<file path="config.mk">
export PLATFORM = sky130hd
export DESIGN_NAME = framed_register_bus_slave
export DESIGN_NICKNAME = d
export VERILOG_FILES = /design/src/design/fbs_pkg.sv /design/src/design/fbs_ram.sv /design/src/design/fbs_rx_bank.sv /design/src/design/fbs_tx_bank.sv /design/src/design/framed_register_bus_slave.sv
export SDC_FILE = /design/constraint.sdc
export NUM_CORES = 1
export LEC_CHECK = 0
export ABC_AREA = 0
export BUFFER_PORTS_ARGS = -buffer_cell sky130_fd_sc_hd__buf_2
export CAP_MARGIN = 20
export CORE_ASPECT_RATIO = 0.6
export CORE_UTILIZATION = 56
export CTS_CLUSTER_DIAMETER = 80
export CTS_CLUSTER_SIZE = 10
export DETAILED_ROUTE_END_ITERATION = 6
export PLACE_DENSITY = 0.75
export RECOVER_POWER = 50
export SETUP_SLACK_MARGIN = 0.05
export SYNTH_ARGS = -nofsm -noshare
export SYNTH_HDL_FRONTEND = slang
export SYNTH_SLANG_ARGS = --single-unit
</file>
<file path="constraint.sdc">
create_clock -name clock -period 2.5 [get_ports clock]
set_input_delay 0.125 -clock clock [delete_from_list [all_inputs] [get_ports clock]]
set_output_delay 0.125 -clock clock [all_outputs]
set_load 0.01 [all_outputs]
</file>
<file path="src/design/fbs_pkg.sv">
// Shared types and constants of the framed register bus slave.
`timescale 1ns / 1ps
package fbs_pkg;

   localparam int BYTE_W      = 8;
   localparam int IDX_W       = 6;
   localparam int NODE_W      = 7;
   localparam int CSR_IDX_W   = 3;
   localparam int RX_REGS_DEF = 16;
   localparam int TX_REGS_DEF = 16;

   typedef enum logic [1:0] {
      CMD_BUS_BYTE = 2'd0,
      CMD_TX_WRITE = 2'd1,
      CMD_RX_READ  = 2'd2,
      CMD_NONE     = 2'd3
   } cmd_type;

   typedef enum logic [CSR_IDX_W-1:0] {
      CSR_START_ONE = 3'd0,
      CSR_START_TWO = 3'd1,
      CSR_NODE_ID   = 3'd2,
      CSR_REPLY_ONE = 3'd3,
      CSR_REPLY_TWO = 3'd4
   } csr_reg_type;

   localparam logic KIND_BUS   = 1'b0;
   localparam logic KIND_LOCAL = 1'b1;
   localparam logic DIR_WRITE  = 1'b0;

   typedef struct packed {
      cmd_type           cmd;
      logic [BYTE_W-1:0] data_byte;
      logic [IDX_W-1:0]  reg_index;
   } req_item_type;

   typedef struct packed {
      logic              kind;
      logic [BYTE_W-1:0] out_byte;
      logic              last;
   } rsp_item_type;

   typedef struct packed {
      logic stage_we;
      logic commit;
      logic rd_en;
   } rx_ctl_type;

   typedef struct packed {
      logic wr_en;
      logic rd_en;
   } tx_ctl_type;

endpackage

</file>
<file path="src/design/fbs_ram.sv">
// Generic single-write, single-read RAM with registered read data.
`timescale 1ns / 1ps
module fbs_ram #(
   parameter int  WIDTH = 8,
   parameter int  DEPTH = 16,
   localparam int AW    = (DEPTH > 1) ? $clog2(DEPTH) : 1
) (
   input  logic             clock,
   input  logic             wr_en,
   input  logic [AW-1:0]    wr_addr,
   input  logic [WIDTH-1:0] wr_data,
   input  logic             rd_en,
   input  logic [AW-1:0]    rd_addr,
   output logic [WIDTH-1:0] rd_data
);

   logic [WIDTH-1:0] mem_ff [DEPTH];
   logic [WIDTH-1:0] rd_data_ff;

   always_ff @(posedge clock) begin
      if (wr_en) begin
         mem_ff[wr_addr] <= wr_data;
      end
      if (rd_en) begin
         rd_data_ff <= mem_ff[rd_addr];
      end
   end

   assign rd_data = rd_data_ff;

endmodule

</file>
<file path="src/design/fbs_rx_bank.sv">
// Received bank: staging and live halves in one RAM, swapped on frame commit.
`timescale 1ns / 1ps
module fbs_rx_bank #(
   parameter int  RX_REGS = fbs_pkg::RX_REGS_DEF,
   localparam int RX_AW   = (RX_REGS > 1) ? $clog2(RX_REGS) : 1
) (
   input  logic                       clock,
   input  logic                       reset,
   input  fbs_pkg::rx_ctl_type        ctl,
   input  logic [RX_AW-1:0]           wr_idx,
   input  logic [fbs_pkg::BYTE_W-1:0] wr_data,
   input  logic [fbs_pkg::IDX_W-1:0]  rd_idx,
   output logic [fbs_pkg::BYTE_W-1:0] rd_data
);
   import fbs_pkg::*;

   localparam int RAM_DEPTH = 2 * (1 << RX_AW);

   logic              sel_ff, sel_in;
   logic              loaded_ff, loaded_in;
   logic              rd_ok_ff, rd_ok_in;
   logic [RX_AW:0]    ram_wr_addr;
   logic [RX_AW:0]    ram_rd_addr;
   logic [BYTE_W-1:0] ram_q;

   // Staging goes to the idle half; reads see the live half.
   assign ram_wr_addr = {~sel_ff, wr_idx};
   assign ram_rd_addr = {sel_ff, rd_idx[RX_AW-1:0]};

   always_comb begin
      sel_in    = sel_ff;
      loaded_in = loaded_ff;
      rd_ok_in  = rd_ok_ff;
      if (ctl.commit) begin
         sel_in    = ~sel_ff;
         loaded_in = 1'b1;
      end
      if (ctl.rd_en) begin
         rd_ok_in = loaded_ff && (rd_idx < IDX_W'(RX_REGS));
      end
   end

   always_ff @(posedge clock) begin
      if (reset) begin
         sel_ff    <= 1'b0;
         loaded_ff <= 1'b0;
         rd_ok_ff  <= 1'b0;
      end else begin
         sel_ff    <= sel_in;
         loaded_ff <= loaded_in;
         rd_ok_ff  <= rd_ok_in;
      end
   end

   fbs_ram #(
      .WIDTH (BYTE_W),
      .DEPTH (RAM_DEPTH)
   ) u_ram (
      .clock   (clock),
      .wr_en   (ctl.stage_we),
      .wr_addr (ram_wr_addr),
      .wr_data (wr_data),
      .rd_en   (ctl.rd_en),
      .rd_addr (ram_rd_addr),
      .rd_data (ram_q)
   );

   assign rd_data = rd_ok_ff ? ram_q : '0;

endmodule

</file>
<file path="src/design/fbs_tx_bank.sv">
// Transmit bank: RAM plus per-entry valid bits so unwritten entries read zero.
`timescale 1ns / 1ps
module fbs_tx_bank #(
   parameter int  TX_REGS = fbs_pkg::TX_REGS_DEF,
   localparam int TX_AW   = (TX_REGS > 1) ? $clog2(TX_REGS) : 1
) (
   input  logic                       clock,
   input  logic                       reset,
   input  fbs_pkg::tx_ctl_type        ctl,
   input  logic [fbs_pkg::IDX_W-1:0]  wr_idx,
   input  logic [fbs_pkg::BYTE_W-1:0] wr_data,
   input  logic [TX_AW-1:0]           rd_addr,
   output logic [fbs_pkg::BYTE_W-1:0] rd_data
);
   import fbs_pkg::*;

   logic [TX_REGS-1:0] vld_ff, vld_in;
   logic               rd_vld_ff, rd_vld_in;
   logic               wr_hit;
   logic [BYTE_W-1:0]  ram_q;

   // Drop writes beyond the bank.
   assign wr_hit = ctl.wr_en && (wr_idx < IDX_W'(TX_REGS));

   always_comb begin
      vld_in    = vld_ff;
      rd_vld_in = rd_vld_ff;
      if (wr_hit) begin
         vld_in[wr_idx[TX_AW-1:0]] = 1'b1;
      end
      if (ctl.rd_en) begin
         rd_vld_in = vld_ff[rd_addr];
      end
   end

   always_ff @(posedge clock) begin
      if (reset) begin
         vld_ff    <= '0;
         rd_vld_ff <= 1'b0;
      end else begin
         vld_ff    <= vld_in;
         rd_vld_ff <= rd_vld_in;
      end
   end

   fbs_ram #(
      .WIDTH (BYTE_W),
      .DEPTH (TX_REGS)
   ) u_ram (
      .clock   (clock),
      .wr_en   (wr_hit),
      .wr_addr (wr_idx[TX_AW-1:0]),
      .wr_data (wr_data),
      .rd_en   (ctl.rd_en),
      .rd_addr (rd_addr),
      .rd_data (ram_q)
   );

   assign rd_data = rd_vld_ff ? ram_q : '0;

endmodule

</file>
<file path="src/design/framed_register_bus_slave.sv">
// Top level: frame hunter, reply sequencer, register banks and control registers.
`timescale 1ns / 1ps
// Local read: the result comes from the registered RAM read and is loaded into the output
// register once the output slot is free.
// Throughput: 1 item per cycle, except that a read request stalls the input until its
// 2 + TX_REGS reply bytes are loaded into the output register (one per cycle, set by the
// transmit RAM read port, longer under output stalls); a local read holds it in ST_LREAD.
// Reset: synchronous; clears frame state, control registers and bank valid flags, no sweep.
module framed_register_bus_slave #(
   parameter int  RX_REGS = fbs_pkg::RX_REGS_DEF,
   parameter int  TX_REGS = fbs_pkg::TX_REGS_DEF,
   localparam int RX_AW   = (RX_REGS > 1) ? $clog2(RX_REGS) : 1,
   localparam int TX_AW   = (TX_REGS > 1) ? $clog2(TX_REGS) : 1
) (
   input  logic                          clock,
   input  logic                          reset,
   // item input
   input  logic                          req_valid,
   output logic                          req_stall,
   input  fbs_pkg::req_item_type         req_item,
   // result output
   output logic                          rsp_valid,
   input  logic                          rsp_stall,
   output fbs_pkg::rsp_item_type         rsp_item,
   // control register writes
   input  logic                          csr_valid,
   output logic                          csr_ready,
   input  logic [fbs_pkg::CSR_IDX_W-1:0] csr_index,
   input  logic [fbs_pkg::BYTE_W-1:0]    csr_data
);
   import fbs_pkg::*;

   // Bus frame phase.
   typedef enum logic [3:0] {
      PH_START1 = 4'b0001,
      PH_START2 = 4'b0010,
      PH_ADDR   = 4'b0100,
      PH_RECV   = 4'b1000
   } phase_type;

   // Sequencer: idle takes items, the rest drive the output register.
   typedef enum logic [4:0] {
      ST_IDLE  = 5'b00001,
      ST_LREAD = 5'b00010,
      ST_HDR1  = 5'b00100,
      ST_HDR2  = 5'b01000,
      ST_DATA  = 5'b10000
   } state_type;

   state_type         state_ff, state_in;
   phase_type         phase_ff, phase_in;
   logic [RX_AW-1:0]  rx_count_ff, rx_count_in;
   logic [TX_AW-1:0]  tx_count_ff, tx_count_in;

   logic [BYTE_W-1:0] start_one_ff, start_one_in;
   logic [BYTE_W-1:0] start_two_ff, start_two_in;
   logic [NODE_W-1:0] node_id_ff, node_id_in;
   logic [BYTE_W-1:0] reply_one_ff, reply_one_in;
   logic [BYTE_W-1:0] reply_two_ff, reply_two_in;

   logic              rsp_valid_ff, rsp_valid_in;
   rsp_item_type      rsp_item_ff, rsp_item_in;

   logic              req_acc;
   logic              slot_free;
   rx_ctl_type        rx_ctl;
   tx_ctl_type        tx_ctl;
   logic [TX_AW-1:0]  tx_rd_addr;
   logic [BYTE_W-1:0] rx_rd_data;
   logic [BYTE_W-1:0] tx_rd_data;
   logic              tx_last;

   // Take items only between results; a pending output never blocks a plain bus byte.
   assign req_stall = (state_ff != ST_IDLE);
   assign req_acc   = req_valid && !req_stall;
   assign slot_free = !rsp_valid_ff || !rsp_stall;
   assign csr_ready = 1'b1;
   assign tx_last   = (tx_count_ff == TX_AW'(TX_REGS - 1));

   // Control register writes; unknown indexes drop.
   always_comb begin
      start_one_in = start_one_ff;
      start_two_in = start_two_ff;
      node_id_in   = node_id_ff;
      reply_one_in = reply_one_ff;
      reply_two_in = reply_two_ff;
      if (csr_valid && csr_ready) begin
         unique case (csr_index)
            CSR_START_ONE: start_one_in = csr_data;
            CSR_START_TWO: start_two_in = csr_data;
            CSR_NODE_ID:   node_id_in   = csr_data[NODE_W-1:0];
            CSR_REPLY_ONE: reply_one_in = csr_data;
            CSR_REPLY_TWO: reply_two_in = csr_data;
            default: ;
         endcase
      end
   end

   // Frame hunting, local access decode and reply sequencing.
   always_comb begin
      state_in     = state_ff;
      phase_in     = phase_ff;
      rx_count_in  = rx_count_ff;
      tx_count_in  = tx_count_ff;
      rx_ctl       = '0;
      tx_ctl       = '0;
      tx_rd_addr   = tx_count_ff;
      rsp_valid_in = rsp_valid_ff;
      rsp_item_in  = rsp_item_ff;

      // The consumer took the held item: free the output register.
      if (rsp_valid_ff && !rsp_stall) begin
         rsp_valid_in = 1'b0;
      end

      unique case (state_ff)
         ST_IDLE: begin
            if (req_acc) begin
               unique case (req_item.cmd)
                  CMD_BUS_BYTE: begin
                     unique case (phase_ff)
                        PH_START1: begin
                           if (req_item.data_byte == start_one_ff) begin
                              phase_in = PH_START2;
                           end
                        end
                        PH_START2: begin
                           // A mismatch restarts the hunt without rechecking this byte.
                           phase_in = (req_item.data_byte == start_two_ff) ? PH_ADDR
                                                                          : PH_START1;
                        end
                        PH_ADDR: begin
                           phase_in = PH_START1;
                           if (req_item.data_byte[BYTE_W-1:1] == node_id_ff) begin
                              if (req_item.data_byte[0] == DIR_WRITE) begin
                                 phase_in    = PH_RECV;
                                 rx_count_in = '0;
                              end else begin
                                 state_in = ST_HDR1;
                              end
                           end
                        end
                        PH_RECV: begin
                           // Stage into the idle half; swap halves on the final byte.
                           rx_ctl.stage_we = 1'b1;
                           if (rx_count_ff == RX_AW'(RX_REGS - 1)) begin
                              rx_ctl.commit = 1'b1;
                              rx_count_in   = '0;
                              phase_in      = PH_START1;
                           end else begin
                              rx_count_in = rx_count_ff + 1'b1;
                           end
                        end
                        default: phase_in = PH_START1;
                     endcase
                  end
                  CMD_TX_WRITE: begin
                     tx_ctl.wr_en = 1'b1;
                  end
                  CMD_RX_READ: begin
                     rx_ctl.rd_en = 1'b1;
                     state_in     = ST_LREAD;
                  end
                  default: ;
               endcase
            end
         end
         ST_LREAD: begin
            if (slot_free) begin
               rsp_valid_in = 1'b1;
               rsp_item_in  = '{kind: KIND_LOCAL, out_byte: rx_rd_data, last: 1'b1};
               state_in     = ST_IDLE;
            end
         end
         ST_HDR1: begin
            if (slot_free) begin
               rsp_valid_in = 1'b1;
               rsp_item_in  = '{kind: KIND_BUS, out_byte: reply_one_ff, last: 1'b0};
               state_in     = ST_HDR2;
            end
         end
         ST_HDR2: begin
            if (slot_free) begin
               rsp_valid_in  = 1'b1;
               rsp_item_in   = '{kind: KIND_BUS, out_byte: reply_two_ff, last: 1'b0};
               // Prefetch the first bank byte.
               tx_ctl.rd_en  = 1'b1;
               tx_rd_addr    = '0;
               tx_count_in   = '0;
               state_in      = ST_DATA;
            end
         end
         ST_DATA: begin
            if (slot_free) begin
               rsp_valid_in = 1'b1;
               rsp_item_in  = '{kind: KIND_BUS, out_byte: tx_rd_data, last: tx_last};
               if (tx_last) begin
                  state_in = ST_IDLE;
               end else begin
                  // Advance and fetch the next byte while this one goes out.
                  tx_ctl.rd_en = 1'b1;
                  tx_rd_addr   = tx_count_ff + 1'b1;
                  tx_count_in  = tx_count_ff + 1'b1;
               end
            end
         end
         default: state_in = ST_IDLE;
      endcase
   end

   always_ff @(posedge clock) begin
      if (reset) begin
         state_ff     <= ST_IDLE;
         phase_ff     <= PH_START1;
         rx_count_ff  <= '0;
         tx_count_ff  <= '0;
         start_one_ff <= '0;
         start_two_ff <= '0;
         node_id_ff   <= '0;
         reply_one_ff <= '0;
         reply_two_ff <= '0;
         rsp_valid_ff <= 1'b0;
      end else begin
         state_ff     <= state_in;
         phase_ff     <= phase_in;
         rx_count_ff  <= rx_count_in;
         tx_count_ff  <= tx_count_in;
         start_one_ff <= start_one_in;
         start_two_ff <= start_two_in;
         node_id_ff   <= node_id_in;
         reply_one_ff <= reply_one_in;
         reply_two_ff <= reply_two_in;
         rsp_valid_ff <= rsp_valid_in;
      end
   end

   // Output payload holds while stalled since it only loads into a free slot.
   always_ff @(posedge clock) begin
      rsp_item_ff <= rsp_item_in;
   end

   assign rsp_valid = rsp_valid_ff;
   assign rsp_item  = rsp_item_ff;

   fbs_rx_bank #(
      .RX_REGS (RX_REGS)
   ) u_rx_bank (
      .clock   (clock),
      .reset   (reset),
      .ctl     (rx_ctl),
      .wr_idx  (rx_count_ff),
      .wr_data (req_item.data_byte),
      .rd_idx  (req_item.reg_index),
      .rd_data (rx_rd_data)
   );

   fbs_tx_bank #(
      .TX_REGS (TX_REGS)
   ) u_tx_bank (
      .clock   (clock),
      .reset   (reset),
      .ctl     (tx_ctl),
      .wr_idx  (req_item.reg_index),
      .wr_data (req_item.data_byte),
      .rd_addr (tx_rd_addr),
      .rd_data (tx_rd_data)
   );

   // Replies are only sequenced after an address byte, which returns the hunt to start.
   a_reply_phase: assert property (@(posedge clock) disable iff (reset)
      (state_ff == ST_HDR2 || state_ff == ST_DATA) |-> phase_ff == PH_START1)
      else $error("reply in progress with frame phase not at first start");

   // The payload counter rests at zero outside payload reception.
   a_count_idle: assert property (@(posedge clock) disable iff (reset)
      phase_ff != PH_RECV |-> rx_count_ff == '0)
      else $error("payload count nonzero outside payload reception");

   // A non-final bus byte in the output register means the reply is still running.
   a_reply_open: assert property (@(posedge clock) disable iff (reset)
      (rsp_valid_ff && rsp_item_ff.kind == KIND_BUS && !rsp_item_ff.last)
      |-> (state_ff == ST_HDR2 || state_ff == ST_DATA))
      else $error("open reply byte without active reply sequence");

   // A local read result always closes its item.
   a_local_last: assert property (@(posedge clock) disable iff (reset)
      (rsp_valid_ff && rsp_item_ff.kind == KIND_LOCAL) |-> rsp_item_ff.last)
      else $error("local read result without last flag");

endmodule
</file>
Yosys cells after proc, flatten, opt, wreduce, memory -nomap -nowiden
Memory sizes are Yosys's and may differ from the RTL's. A register that Yosys moved wholly into a read port is not among the register bits.
Index checks and enable logic that the tools add are counted.
W data, S select, Z words.
{"block": "totals", "register_bits": 87, "ram_bits": 384, "inputBits": 32, "output_inout_bits": 13, "word_cells": 142, "mem_count": 2}
{"memory": "u_rx_bank.u_ram.mem_ff", "depth": 32, "word_bits": 8, "rd": 1, "rd_clocked_by_memory_dff": 1, "wr": 1, "line": "fbs_ram.sv:17", "text": "logic [WIDTH-1:0] mem_ff [DEPTH];"}
{"memory": "u_tx_bank.u_ram.mem_ff", "depth": 16, "word_bits": 8, "rd": 1, "rd_clocked_by_memory_dff": 1, "wr": 1, "line": "fbs_ram.sv:17"}
{"block": "op_classes", "add_sub_neg": 2, "magnitude_cmp": 4, "n_eq_ne": 35, "n_mux": 56, "bitwise": 2, "n_reduce_logical": 23}
{"cell": "$mux W5", "count": 9}
{"cell": "$mux W10", "count": 4}
{"cell": "$mux W4", "count": 10}
{"cell": "$pmux W10 S4", "count": 1}
{"cell": "$pmux W5 S5", "count": 1}
{"cell": "$ne A2 B2 Y1 const B", "count": 10}
{"cell": "$mux W1", "count": 17}
{"cell": "$eq A8 B8 Y1", "count": 2}
{"cell": "$mux W8", "count": 2}
{"cell": "$or A16 B16 Y16", "count": 1}
{"cell": "$pmux W4 S2", "count": 2}
{"cell": "$pmux W4 S4", "count": 1}
{"cell": "$eq A4 B4 Y1 const B", "count": 3}
{"cell": "$lt A4 B5 Y1 const B", "count": 2}
{"cell": "$pmux W5 S2", "count": 1}
{"cell": "$reduce_and A10 Y1", "count": 1}
{"cell": "$reduce_and A2 Y1", "count": 5}
{"cell": "$reduce_and A5 Y1", "count": 2}
{"cell": "$mux W3", "count": 3}
{"cell": "$add A4 B1 Y4 const B", "count": 2}
{"cell": "$eq A7 B7 Y1", "count": 1}
{"cell": "$eq A3 B2 Y1 const B", "count": 2}
{"cell": "$lt A6 B5 Y1 const B", "count": 1}
{"cell": "$ne A3 B3 Y1 const B", "count": 2}
{"cell": "other kinds (30)", "count": 37}

Depth between registers and ports, before layout
{"block": "logic_depth", "ltp_word": 8, "ltp_mapped": 11}

Modules after synthesis
A second synthesis with hierarchy kept.
{"block": "unflattened", "cells_unflattened": 1136, "hier_area_um2": 19663.9}
{"mod": "fbs_ram at u_rx_bank.u_ram", "instances": 1, "cells_per_inst": 417, "area_per_inst_um2": 10133.5, "seq_area_each_um2": 7927.6}
{"mod": "fbs_ram at u_tx_bank.u_ram", "instances": 1, "cells_per_inst": 229, "area_per_inst_um2": 5227.5, "seq_area_each_um2": 4083.9}
{"mod": "framed_register_bus_slave", "instances": 1, "cells_per_inst": 385, "area_per_inst_um2": 3314.4, "seq_area_each_um2": 1441.4}
{"mod": "fbs_tx_bank", "instances": 1, "cells_per_inst": 86, "area_per_inst_um2": 818.3, "seq_area_each_um2": 340.3}
{"mod": "fbs_rx_bank", "instances": 1, "cells_per_inst": 19, "area_per_inst_um2": 170.2, "seq_area_each_um2": 60.1}

Worst setup path after synthesis
Ideal clock, no wire load.
{"block": "synth_timing", "kind": "register to register", "startpoint": "reg state_ff[3]", "endpoint": "mem u_tx_bank.u_ram.mem_ff[8][0], enable pin", "setup_ns": 0.386, "arrival_time_ns": 1.955, "path_slack_ns": 0.159, "stages_incl_launch_ff": 7, "n_path_buf": 1, "period_less_slack_ns": 2.341, "cell_sequence": "dfxtp_1 -> buf_4 -> nor2_1 -> and3_1 -> nand4_1 -> or3_1 -> nor3_1"}
{"block": "synth_via", "elab_chain_len": 8, "elab_cells_between_ends": 9, "classes_between": "2 x eq/ne; 4 x mux; 3 x reduce/logical"}
{"item": "from (decl)", "line": "framed_register_bus_slave.sv:50", "text": "state_type state_ff, state_in;"}
{"item": "from (signal assigned)", "line": "framed_register_bus_slave.sv:224", "text": "state_ff <= state_in;"}
{"item": "$ne A5 B1 Y1", "line": "framed_register_bus_slave.sv:74", "text": "assign req_stall = (state_ff != ST_IDLE);"}
{"item": "$logic_not A1 Y1", "line": "framed_register_bus_slave.sv:75", "text": "assign req_acc = req_valid && !req_stall;"}
{"item": "$logic_and A1 B1 Y1", "line": "framed_register_bus_slave.sv:75"}
{"item": "$mux W1", "line": "framed_register_bus_slave.sv:118", "text": "if (req_acc) begin"}
{"item": "$mux W1 *", "line": "framed_register_bus_slave.sv:116", "text": "unique case (state_ff)"}
{"item": "$logic_and A1 B1 Y1 *", "line": "fbs_tx_bank.sv:23", "text": "assign wr_hit = ctl.wr_en && (wr_idx < IDX_W'(TX_REGS));"}
{"item": "$mux W1 *", "line": "fbs_ram.sv:21", "text": "if (wr_en) begin"}
{"item": "$mux W1 (implied by the code) *", "line": "fbs_ram.sv:22", "text": "mem_ff[wr_addr] <= wr_data;"}
{"item": "to (decl)", "line": "fbs_ram.sv:17"}
Every way passes the cells marked *; elsewhere a longest branch is shown, timed or not.

Worst setup path in the final report
{"block": "layout_timing", "startpoint": "reg tx_count_ff[1]", "endpoint": "reg u_tx_bank.u_ram.rd_data_ff[7] (netlist: u_tx_bank.u_ram.rd_data[7]) (read register of u_tx_bank.u_ram.mem_ff) (data pin)"}
{"block": "layout_via", "elab_chain_len": 4, "elab_cells_between_ends": 9, "classes_between": "1 x add/sub; 1 x eq/ne; 7 x mux"}
{"item": "from (decl)", "line": "framed_register_bus_slave.sv:53", "text": "logic [TX_AW-1:0] tx_count_ff, tx_count_in;"}
{"item": "from (signal assigned)", "line": "framed_register_bus_slave.sv:227", "text": "tx_count_ff <= tx_count_in;"}
{"item": "$add A4 B1 Y4 or $eq A4 B4 Y1 (tied branches)", "line": "framed_register_bus_slave.sv:202, framed_register_bus_slave.sv:78"}
{"item": "$mux W4 or $mux W1 (tied branches) (2 in series)"}
{"item": "$pmux W4 S2 or $pmux W1 S2 (tied branches)"}
{"item": "to (decl)", "line": "fbs_ram.sv:18", "text": "logic [WIDTH-1:0] rd_data_ff;"}
Several ways; a longest one is shown, not always the timed one.
A chain may end at the register's enable or synchronous reset.

==> summary.txt <==
STA
  • Max-slew headroom: -58.9%
  • Final Cycle Share: 100%
  • Final WS setup: 0.00104 ns
  • Fmax: 0.400 GHz
  • Final Setup Violations: 0
  • Unrepaired setup endpoints after global routing: true
  • Skew final: 0.0199 ns
  • Worst-Margin Slew: 2.38 ns
  • Final number of max-transition violations: 147
  • Hold Slack: 0.0451 ns
  • Min Tclk post-route: 2.50 ns
  • Final-report hold violation count: 0

Global routing
  • Met2 usage: 37.1%
  • M1 GR Usage: 43.3%
  • M3 GR Usage: 9.83%
  • Initial antenna violation count: 3
  • Vias in the first global route: 11500
  • Overall Global Routing Usage: 27.7%
  • Global-route wire length before repair: 73000 um
  • GRT Residual Overflow: 0
  • Largest net degree at the start of global routing: 50
  • Busiest layer in global routing: met1

CTS
  • CTS root buf: clkbuf_16
  • CTS buffer count: 54
  • H-tree depth: 2
  • CTS clk-pin slew, worst paths: 0.06 ns
  • CTS tree: built
  • CTS Sinks: 487
  • Clk Latency, worst-skew pair: 0.58 ns
  • Max Root-Sink Buffers: 3

Synthesis
  • Syn_nets: 1289
  • Main synth FF type: edfxtp_1
  • Mapped cell area: 0.0200 mm^2
  • Async S/R FF share, synth: 0%
  • #FFs+latches synth: 487
  • Number of distinct library cells after synthesis: 67
  • Synthesized instance count: 1252
  • Largest cells by area after synthesis: edfxtp_1, mux4_2, dfxtp_1
  • Synth top cells by count: edfxtp_1, nand2_1, nor2_1
  • Count leader, synth: edfxtp_1
  • Share of the synthesized area in the top cell type: 61.7%
  • Post-synth EDFFs: 410
  • Yosys Warn Count: 0
  • Post-synthesis sequential area ratio: 69.4%
  • Synth area leader: edfxtp_1
  • Mean Syn Cell Area: 15.9 um^2

Final layout
  • Synth-to-Final Area Change: 17.8%
  • Fillers: 2319
  • # nets final: 1475
  • Fin area: 0.0235 mm^2
  • Proportion of layout cells with a drive suffix above 1: 26.1%
  • Final cell count without fillers: 1937
  • N_diodes: 0

Run status
  • Failing checks: max-capacitance violations, max-slew violations
  • Status: complete, but fails checks

Worst setup path
  • Crit Path Max Fanout: 7
  • Setup CP Type: register to register
  • CP Data Arrival Time: 2.82 ns
  • CP required: 2.82 ns
  • Crit path launch type: register
  • Worst Setup End Kind: register

Routing
  • DRT Wirelength: 50300 um
  • Via count of the routed design: 12000
  • Final ANT Viol Nets: 0
  • Routed WL per cell: 26.0 um
  • DR vias/cell: 6.21
  • First drt pass iteration count: 6
  • DR DRC count: 0
  • Initial detailed-routing violation count: 1599

Placed design
  • DP HPWL: 32200 um
  • GPL Wtd Cong: 0.893
  • Placed Cells: 1829
  • Dpl ws: -0.144 ns
  • I/O Buffers: 43
  • Placed inst area: 0.0216 mm^2

Floorplan
  • Initial cell density of the core: 56.9%
  • Core Region: 0.0351 mm^2
  • Die ar.: 0.0364 mm^2
  • Ports: 45
  • Die X: 246 um
  • Row count: 53
  • Die height: 148 um

Worst hold path
  • Worst hold path type: input port to register

Pwr
  • PwrDens: 719 mW/mm^2
  • Leak pwr: 8.05 nW
  • Maximum VDD drop: 0.587 mV

Run
  • Max-cap check violation count: 3
## power breakdown
group / internal (mW) / switching (mW) / total [mW]
clock network: 4.04 / 3.01 / 7.04
registers: 8.86 / 0.0557 / 8.91
logic: 0.366 / 0.579 / 0.945
total: 13.3 / 3.64 / 16.9
## cell type report
| cell class | instances | area, um^2 | share of cell area (%) |
|---|---|---|---|
| Sequential cell | 487 | 13900 | 58.9 |
| Tap cell | 467 | 584 | 2.48 |
| Clock inverter | 3 | 37.5 | 0.160 |
| Multi-Input combinational cell | 691 | 5910 | 25.1 |
| Inverter | 8 | 30.0 | 0.128 |
| Clock buffer | 85 | 1490 | 6.33 |
| Timing Repair Buffer | 196 | 1600 | 6.82 |
## critical path, stage by stage (launching register included)
cell and delay, ns:
dfxtp_2 0.33, ha_4 0.22, a21boi_2 0.15, a41oi_2 0.18, a21boi_4 0.24, buf_12 0.14, buf_12 0.15, clkbuf_16 0.17
mux2i_1 0.18, mux2i_1 0.12, a22oi_1 0.19, o221ai_1 0.14
## flip-flops by register name, indices dropped and copies added, names as in the netlist, 5 cells and up
| signal | flops |
|---|---|
| node_id_ff | 7 |
| reply_one_ff | 8 |
| reply_two_ff | 8 |
| rsp_item | 10 |
| start_one_ff | 8 |
| start_two_ff | 8 |
| state_ff | 5 |
| u_rx_bank.u_ram.mem_ff | 256 |
| u_rx_bank.u_ram.rd_data | 8 |
| u_tx_bank.u_ram.mem_ff | 128 |
| u_tx_bank.u_ram.rd_data | 8 |
| u_tx_bank.vld_ff | 16 |
## final timing paths
check / start / end / slack (ns) / depth (start not counted)
setup / recovery: tx_count_ff[1] / u_tx_bank.u_ram.rd_data[7] / 0.001 / 11
setup reg to reg: tx_count_ff[1] / u_tx_bank.u_ram.rd_data[7] / 0.001 / 11
hold / removal: csr_index[0] / node_id_ff[1] / 0.05 / 4
hold reg to reg: u_rx_bank.loaded_ff / u_rx_bank.loaded_ff / 0.45 / 2
## layout by cell type, fill, tap and decap left out, types with 10 or more instances in the layout
| cell | n |
|---|---|
| a22oi_1 | 10 |
| nor3_1 | 10 |
| nor2_1 | 92 |
| xor2_1 | 18 |
| mux2_2 | 24 |
| clkbuf_16 | 59 |
| nand2b_1 | 13 |
| mux4_2 | 80 |
| nor2_2 | 10 |
| buf_2 | 22 |
| o21ai_0 | 10 |
| nand3_1 | 12 |
| buf_4 | 105 |
| dfxtp_1 | 72 |
| a31oi_1 | 11 |
| nand2_1 | 116 |
| edfxtp_1 | 410 |
| dlygate4sd3_1 | 10 |
| or3_1 | 10 |
| a21oi_1 | 44 |
| mux2i_1 | 76 |
| buf_12 | 13 |
| clkbuf_1 | 56 |
## layer usage
| layer | up-vias | wire length [um] |
|---|---|---|
| met3 | 80 | 6770 |
| li1 | 5249 | - |
| met4 | 2 | 776 |
| met5 | - | 13 |
| met2 | 655 | 20600 |
| met1 | 6041 | 22100 |
## stage by stage
step | setup TNS (ns) | util, % | total power [mW]
CTS | 0 | 66.3 | 17.0
detailed placement | -0.302 | 61.6 | 9.97
finish | 0 | 67.0 | 16.9
global route | -0.379 | 67.0 | 17.4
floorplan | 0 | - | 9.53
global placement | -0.0180 | 61.6 | 9.95
## kinds of logic after synthesis
kind of cell / share of synthesized area (%)
simple gates: 7.49
buf+inv: 1.71
xor+xnor: 1.18
mux: 14.5
other cells: 0.0188
flops: 69.4
fa+ha+maj: 0.313
compound gates: 5.36
## repair_timing
item,in CTS,in global routing
hold endpoints to repair,40,0
gates cloned,0,4
setup buffers,0,6
pin swaps,0,9
gates resized for setup,18,49
setup endpoints to repair,65,328
hold buffers,10,0
Note: power is estimated with default switching activity, not from simulation.
